$ cat src/design/srd_pkg.sv
package srd_pkg;

   localparam int MAX_REACH   = 64;
   localparam int REACH_RESET = 25;
   localparam int CFG_W       = 7;
   localparam int TDATA_W     = 8;

   localparam int RCH_W       = $clog2(MAX_REACH + 1);
   localparam int SW          = $clog2(2 * MAX_REACH);
   localparam int SINCE_NONE  = 2 * MAX_REACH - 1;

   localparam int QUEUE_DEPTH = MAX_REACH + 1;
   localparam int CNT_W       = $clog2(QUEUE_DEPTH + 1);

   typedef struct packed {
      logic black;
      logic row_end;
   } cell_item_type;

   typedef struct packed {
      logic             pop;
      logic [CNT_W-1:0] base;
      logic [CNT_W-1:0] push_cnt;
      logic             row_last;
      logic [SW-1:0]    since;
      logic [SW-1:0]    thresh;
   } cell_ctl_type;

endpackage

$ cat src/design/srd_cell.sv
module srd_cell (
   input  logic                      clock,
   input  logic [srd_pkg::CNT_W-1:0] cell_index,
   input  srd_pkg::cell_ctl_type     ctl,
   input  srd_pkg::cell_item_type    neighbor,
   output srd_pkg::cell_item_type    item
);

   srd_pkg::cell_item_type    item_ff;
   srd_pkg::cell_item_type    item_in;
   logic [srd_pkg::CNT_W-1:0] offset;
   logic                      load;
   logic [srd_pkg::SW:0]      reach_pos;

   always_comb begin
      offset    = cell_index - ctl.base;
      load      = (cell_index >= ctl.base) && (offset < ctl.push_cnt);
      reach_pos = {1'b0, ctl.since} + (srd_pkg::SW + 1)'(offset);
      item_in   = item_ff;
      if (load) begin
         item_in.black   = (reach_pos <= {1'b0, ctl.thresh});
         item_in.row_end = ctl.row_last &&
                           (offset == ctl.push_cnt - srd_pkg::CNT_W'(1));
      end else if (ctl.pop) begin
         item_in = neighbor;
      end
   end

   always_ff @(posedge clock) begin
      item_ff <= item_in;
   end

   assign item = item_ff;

endmodule

$ cat src/design/binary_row_smear_dilation.sv
// Horizontal run-length smear of a binary image streamed one pixel per transaction in
// row order, with tlast on the last pixel of each row. An output pixel is black when a
// black input pixel of the same row lies closer than the configured reach. Pixels are
// accepted at one per cycle; the output runs reach-1 pixels behind the input, and at
// row end the pending pixels of the row leave one per cycle while rsp_tready is high,
// from a shift queue of MAX_REACH+1 cells while the next row is already being accepted.
// Every row comes out with as many pixels as went in. req_tready drops only when the
// queue could not hold the flush of a row ending on the next pixel, which happens only
// when the result side stalls. A reach of 0 acts as 1 and a reach above MAX_REACH
// acts as MAX_REACH; change it between rows.
module binary_row_smear_dilation (
   input  logic                        clock,
   input  logic                        reset,
   input  logic                        req_tvalid,
   output logic                        req_tready,
   input  logic [srd_pkg::TDATA_W-1:0] req_tdata,   // [0] pixel_black, rest zero
   input  logic                        req_tlast,   // row_end
   output logic                        rsp_tvalid,
   input  logic                        rsp_tready,
   output logic [srd_pkg::TDATA_W-1:0] rsp_tdata,   // [0] out_black, rest zero
   output logic                        rsp_tlast,   // out_row_end
   input  logic                        csr_valid,
   output logic                        csr_ready,
   input  logic [srd_pkg::CFG_W-1:0]   csr_data
);

   logic [srd_pkg::CFG_W-1:0] reach_ff;
   logic [srd_pkg::SW-1:0]    since_ff;
   logic [srd_pkg::SW-1:0]    since_in;
   logic [srd_pkg::RCH_W-1:0] fill_ff;
   logic [srd_pkg::RCH_W-1:0] fill_in;
   logic [srd_pkg::CNT_W-1:0] count_ff;
   logic [srd_pkg::CNT_W-1:0] count_in;

   logic [srd_pkg::RCH_W-1:0] reach_c;
   logic [srd_pkg::RCH_W-1:0] delay;
   logic [srd_pkg::RCH_W-1:0] fill_next;
   logic [srd_pkg::RCH_W-1:0] first;
   logic [srd_pkg::RCH_W-1:0] top;
   logic [srd_pkg::SW-1:0]    since_new;
   logic [srd_pkg::CNT_W-1:0] push_cnt;
   logic                      req_accept;
   logic                      pop;

   srd_pkg::cell_ctl_type  ctl;
   srd_pkg::cell_item_type items [srd_pkg::QUEUE_DEPTH+1];

   always_comb begin
      if (reach_ff == '0) begin
         reach_c = srd_pkg::RCH_W'(1);
      end else if (32'(reach_ff) > srd_pkg::MAX_REACH) begin
         reach_c = srd_pkg::RCH_W'(srd_pkg::MAX_REACH);
      end else begin
         reach_c = srd_pkg::RCH_W'(reach_ff);
      end
      delay = reach_c - srd_pkg::RCH_W'(1);

      if (32'(fill_ff) >= srd_pkg::MAX_REACH) begin
         fill_next = srd_pkg::RCH_W'(srd_pkg::MAX_REACH);
      end else begin
         fill_next = fill_ff + srd_pkg::RCH_W'(1);
      end
      first = (fill_next < reach_c) ? fill_next : reach_c;

      if (req_tdata[0]) begin
         since_new = '0;
      end else if (32'(since_ff) < srd_pkg::SINCE_NONE) begin
         since_new = since_ff + srd_pkg::SW'(1);
      end else begin
         since_new = since_ff;
      end

      req_tready = (srd_pkg::CNT_W'(srd_pkg::QUEUE_DEPTH) - count_ff) >=
                   srd_pkg::CNT_W'(first);
      req_accept = req_tvalid && req_tready;
      rsp_tvalid = (count_ff != '0);
      pop        = rsp_tvalid && rsp_tready;

      top      = req_tlast ? first : reach_c;
      push_cnt = '0;
      if (req_accept) begin
         if (req_tlast) begin
            push_cnt = srd_pkg::CNT_W'(first);
         end else if (fill_next > delay) begin
            push_cnt = srd_pkg::CNT_W'(1);
         end
      end

      ctl.pop      = pop;
      ctl.base     = count_ff - srd_pkg::CNT_W'(pop);
      ctl.push_cnt = push_cnt;
      ctl.row_last = req_tlast;
      ctl.since    = since_new;
      ctl.thresh   = srd_pkg::SW'(top) + srd_pkg::SW'(delay) - srd_pkg::SW'(1);

      count_in = count_ff - srd_pkg::CNT_W'(pop) + push_cnt;
      since_in = since_ff;
      fill_in  = fill_ff;
      if (req_accept) begin
         if (req_tlast) begin
            since_in = srd_pkg::SW'(srd_pkg::SINCE_NONE);
            fill_in  = '0;
         end else begin
            since_in = since_new;
            fill_in  = fill_next;
         end
      end
   end

   always_ff @(posedge clock) begin
      if (reset) begin
         reach_ff <= srd_pkg::CFG_W'(srd_pkg::REACH_RESET);
         since_ff <= srd_pkg::SW'(srd_pkg::SINCE_NONE);
         fill_ff  <= '0;
         count_ff <= '0;
      end else begin
         if (csr_valid) begin
            reach_ff <= csr_data;
         end
         since_ff <= since_in;
         fill_ff  <= fill_in;
         count_ff <= count_in;
      end
   end

   assign csr_ready = 1'b1;
   assign items[srd_pkg::QUEUE_DEPTH] = '0;

   for (genvar g = 0; g < srd_pkg::QUEUE_DEPTH; g++) begin : g_cell
      srd_cell u_cell (
         .clock      (clock),
         .cell_index (srd_pkg::CNT_W'(g)),
         .ctl        (ctl),
         .neighbor   (items[g+1]),
         .item       (items[g])
      );
   end

   assign rsp_tdata = {(srd_pkg::TDATA_W - 1)'(0), items[0].black};
   assign rsp_tlast = items[0].row_end;

   a_count_bound: assert property (@(posedge clock) disable iff (reset)
      32'(count_ff) <= srd_pkg::QUEUE_DEPTH)
      else $error("queue count exceeds its depth");

   a_row_end_clears: assert property (@(posedge clock) disable iff (reset)
      req_accept && req_tlast |=> fill_ff == '0 && count_ff != '0)
      else $error("row end did not restart the row or queue its flush");

   a_no_push_when_full: assert property (@(posedge clock) disable iff (reset)
      req_accept |-> 32'(count_ff) + 32'(first) <= srd_pkg::QUEUE_DEPTH)
      else $error("transaction accepted without room for its results");

endmodule
$ cat config.mk
export PLATFORM = sky130hd
export DESIGN_NAME = binary_row_smear_dilation
export DESIGN_NICKNAME = d
export VERILOG_FILES = /design/src/design/srd_pkg.sv /design/src/design/srd_cell.sv /design/src/design/binary_row_smear_dilation.sv
export SDC_FILE = /design/constraint.sdc
export NUM_CORES = 1
export LEC_CHECK = 0
export ABC_CLOCK_PERIOD_IN_PS = 17200
export BUFFER_PORTS_ARGS = -buffer_cell sky130_fd_sc_hd__buf_2
export CORE_AREA = 5 5 215 217
export DETAILED_ROUTE_END_ITERATION = 6
export DIE_AREA = 0 0 220 222
export GPL_ROUTABILITY_DRIVEN = 0
export GPL_TIMING_DRIVEN = 1
export PLACE_DENSITY = 0.81
export SLEW_MARGIN = 20
export SYNTH_ARGS = -nofsm -noshare
export SYNTH_HDL_FRONTEND = slang
export SYNTH_SLANG_ARGS = --single-unit
$ cat constraint.sdc
create_clock -name clock -period 17.2 [get_ports clock]
set_input_delay 1.72 -clock clock [delete_from_list [all_inputs] [get_ports clock]]
set_output_delay 1.72 -clock clock [all_outputs]
set_load 0.02 [all_outputs]
==> run_results.csv <==
group,metric,value,unit
grt,grt_pass1_wl,148000,um
final_layout,final_common_cell,"ha_1",
cts,clock-sinks,158,
grt,grt_antenna_before_repair,4,
place,io_buffers,17,
cts,ctsHoldBuffers,0,
setup_path,r2r_slack,8.81,ns
outcome,violations,"DRC",
setup_path,start_kind,"register",
grt,grt_max_degree,67,
final_layout,final_nets,3889,
drt,drt-pass1-iter-count,7,
die,die_w,220,um
timing,tightest_slew,1.23,ns
final_layout,drive_gt1_frac,0.0413,
min_path,hp-start,"fill_ff[1]",
flow_run,cap_violations,0,
final_layout,most-common-layout-cells,"ha_1 (652), xnor2_1 (385), nand2_1 (291), a21o_1 (273), a21oi_1 (270)",
setup_path,r2r-end,"g_cell[22].u_cell.item[1]",
drt,dr_total_vias,26901,
drt,wl_per_cell,25.5,um
timing,setup_viol,0,
setup_path,arrival,8.62,ns
die,dieArea,48800,um^2
synth,ys_async_sr_fraction,0,
synth,synth_cells,3229,
drt,final_antenna_net_count,0,
drt,routed_wl,97400,um
cts,ctsHtreeMaxLevel,4,
setup_path,crit_path_end_kind,"register",
grt,grt_overflow_total,0,
cts,clkLatencyLatePin,0.48,ns
min_path,holdPathStages,2,
drt,vias_per_cell,7.05,
cts,cts_tree,"yes",
synth,netlist_area,28300,um^2
timing,timing.slew.headroom,0.179,
synth,synth_ff_type,"edfxtp_1",
die,row_count,77,
synth,synth_seq_cells,158,
die,core,43900,um^2
outcome,status,"finished, violations left",
setup_path,cp.required,17.43,ns
cts,cts_root_buf,"clkbuf_16",
setup_path,r2r_start,"count_ff[3]",
timing,tns,0,ns
drt,drc,2,
place,place_area,29100,um^2
grt,grt_pass1_vias,26964,
setup_path,reg2reg_depth,24,
grt,gr-usage-all-layers,0.387,
timing,post-route-period-util,0.488,
drt,drt_iter0_markers,3506,
timing,hold_violations,0,
setup_path,crit_fanout,66,
min_path,hold_path_class,"register to register",
die,die_y,222,um
cts,clk_pin_slew,0.08,ns
timing,skew,0.0157,ns
synth,synth_area_per_cell,8.76,um^2
cts,cts_buffer_depth,2,
final_layout,syn2layout_area_growth,4.89,%
cts,cts_buffers,17,
die,io_pins,33,
setup_path,path_class,"register to register",
place,hpwl,69300,um
timing,max_freq,119,MHz
die,start_util,0.644,
final_layout,fin_area,29700,um^2
synth,synth_edf_count,130,
synth,ys_seq_area_frac,0.158,
cts,ctsResizeCount,0,
timing,whs,0.505,ns
timing,rsz0062_at_grt,"false",
cts,post_cts_buffers,0,
final_layout,fill_cells,3498,
min_path,min_to,"fill_ff[1]",
timing,slew_violations,0,
timing,finalCriticalPeriod,8.39,ns
synth,yosysWarnings,0,
synth,synth.distinct_cells,80,
## critical path, cell delays in order, from the launching register on
cell	delay [ns]
dfxtp_1	0.41
nor3_1	0.33
nand3_1	0.17
or3_1	0.40
nand2_2	0.09
buf_4	0.83
inv_1	0.11
ha_1	0.24
nand2_1	0.14
xnor2_2	0.13
buf_4	0.43
clkinv_1	0.82
ha_1	0.73
buf_4	0.30
nand2b_1	0.23
xnor2_1	0.43
inv_1	0.16
ha_1	0.39
a21oi_1	0.45
xnor2_1	0.19
ha_1	0.27
a21o_1	0.16
a21oi_1	0.13
a31oi_1	0.05
o41ai_1	0.47
## through the flow
| stage | setup slack, ns | util | cells |
|---|---|---|---|
| after floorplan | 9.18 | - | 3235 |
| after global placement | 8.99 | 0.662 | 3783 |
| after detailed placement | 8.89 | 0.662 | 3783 |
| after CTS | 9.34 | 0.675 | 3815 |
| after global routing | 8.80 | 0.675 | 3816 |
| final | 8.81 | 0.675 | 3816 |
## per-layer routing
layer  wire length (um)  GRT usage  vias to the layer above
li1                   -          -                    11920
met4               9350      0.288                        6
met5                 41          0                        -
met1              35300      0.467                    12553
met3              12500      0.112                      617
met2              40300      0.582                     1805
## cells in the mapped netlist (all sizes together) (3+ instances only)
| cell type | number | area [um^2] |
|---|---|---|
| ha | 652 | 8160 |
| xnor2 | 393 | 3460 |
| nand2 | 294 | 1110 |
| a21o | 273 | 2050 |
| a21oi | 273 | 1370 |
| inv | 152 | 573 |
| edfxtp | 130 | 3900 |
| o41ai | 94 | 853 |
| nor2b | 84 | 526 |
| a31oi | 81 | 507 |
| nor2 | 67 | 254 |
| o21ai | 67 | 335 |
| nand3 | 66 | 348 |
| nand2b | 62 | 388 |
| xor2 | 56 | 498 |
| clkbuf | 53 | 199 |
| o21a | 53 | 398 |
| buf | 42 | 250 |
| and3 | 40 | 250 |
| a211o | 35 | 307 |
| dfxtp | 28 | 561 |
| o31ai | 28 | 210 |
| a221o | 19 | 190 |
| a32oi | 16 | 140 |
| nand4 | 16 | 100 |
| a21boi | 15 | 113 |
| nor3 | 15 | 80.1 |
| nand3b | 14 | 105 |
| and2 | 12 | 75.1 |
| mux2i | 10 | 104 |
| o21bai | 10 | 75.1 |
| a22oi | 8 | 60.1 |
| nor3b | 8 | 65.1 |
| a221oi | 6 | 52.6 |
| fa | 6 | 120 |
| or3 | 6 | 37.5 |
| clkinv | 5 | 18.8 |
| mux2 | 5 | 56.3 |
| nand4b | 4 | 35.0 |
| nor4b | 4 | 41.3 |
| a211oi | 3 | 35.0 |
## state kept, by name, indices dropped and copies added (netlist names)
name and cells:
reach_ff 7, since_ff 7, fill_ff 7, g_cell.u_cell.item 130, count_ff 7
## logic make-up (layout without fill, tap and decap cells)
kind of cell,after synthesis,count (layout),share of synthesized area
and+or+nand+nor,700,700,0.124
other,2,9,0.000266
DFF,158,158,0.158
buffers and inverters,252,240,0.0368
AOI/OAI and AO/OA,995,995,0.243
xor gates and xnor gates,449,449,0.140
muxes,15,15,0.00566
adders and majority gates,658,658,0.293
## worst max path at each step
| stage | startpoint | endpoint | slack (ns) | depth (start not counted) |
|---|---|---|---|---|
| 2_1_floorplan | req_tlast | g_cell[23].u_cell.item[1] | 9.18 | 17 |
| 3_3_place_gp | rsp_tready | g_cell[8].u_cell.item[1] | 8.99 | 22 |
| 3_5_place_dp | rsp_tready | g_cell[22].u_cell.item[1] | 8.89 | 22 |
| 4_1_cts | rsp_tready | g_cell[22].u_cell.item[1] | 9.34 | 22 |
| 5_1_grt | count_ff[3] | g_cell[8].u_cell.item[1] | 8.80 | 24 |
| 6_report | count_ff[3] | g_cell[22].u_cell.item[1] | 8.81 | 24 |
## final cells by class
cell class	count	area, um^2	area share
Tap cell	592	741	0.0250
Multi-Input combinational cell	2825	22900	0.773
Inverter	157	592	0.0200
Antenna cell	1	2.50	0.0000844
Timing Repair Buffer	51	340	0.0115
Sequential cell	158	4460	0.151
Clock buffer	17	425	0.0143
Clock inverter	15	169	0.00570
Power is not shown: default switching activity piles up to over one toggle a cycle in this logic, so the estimate is an artifact.
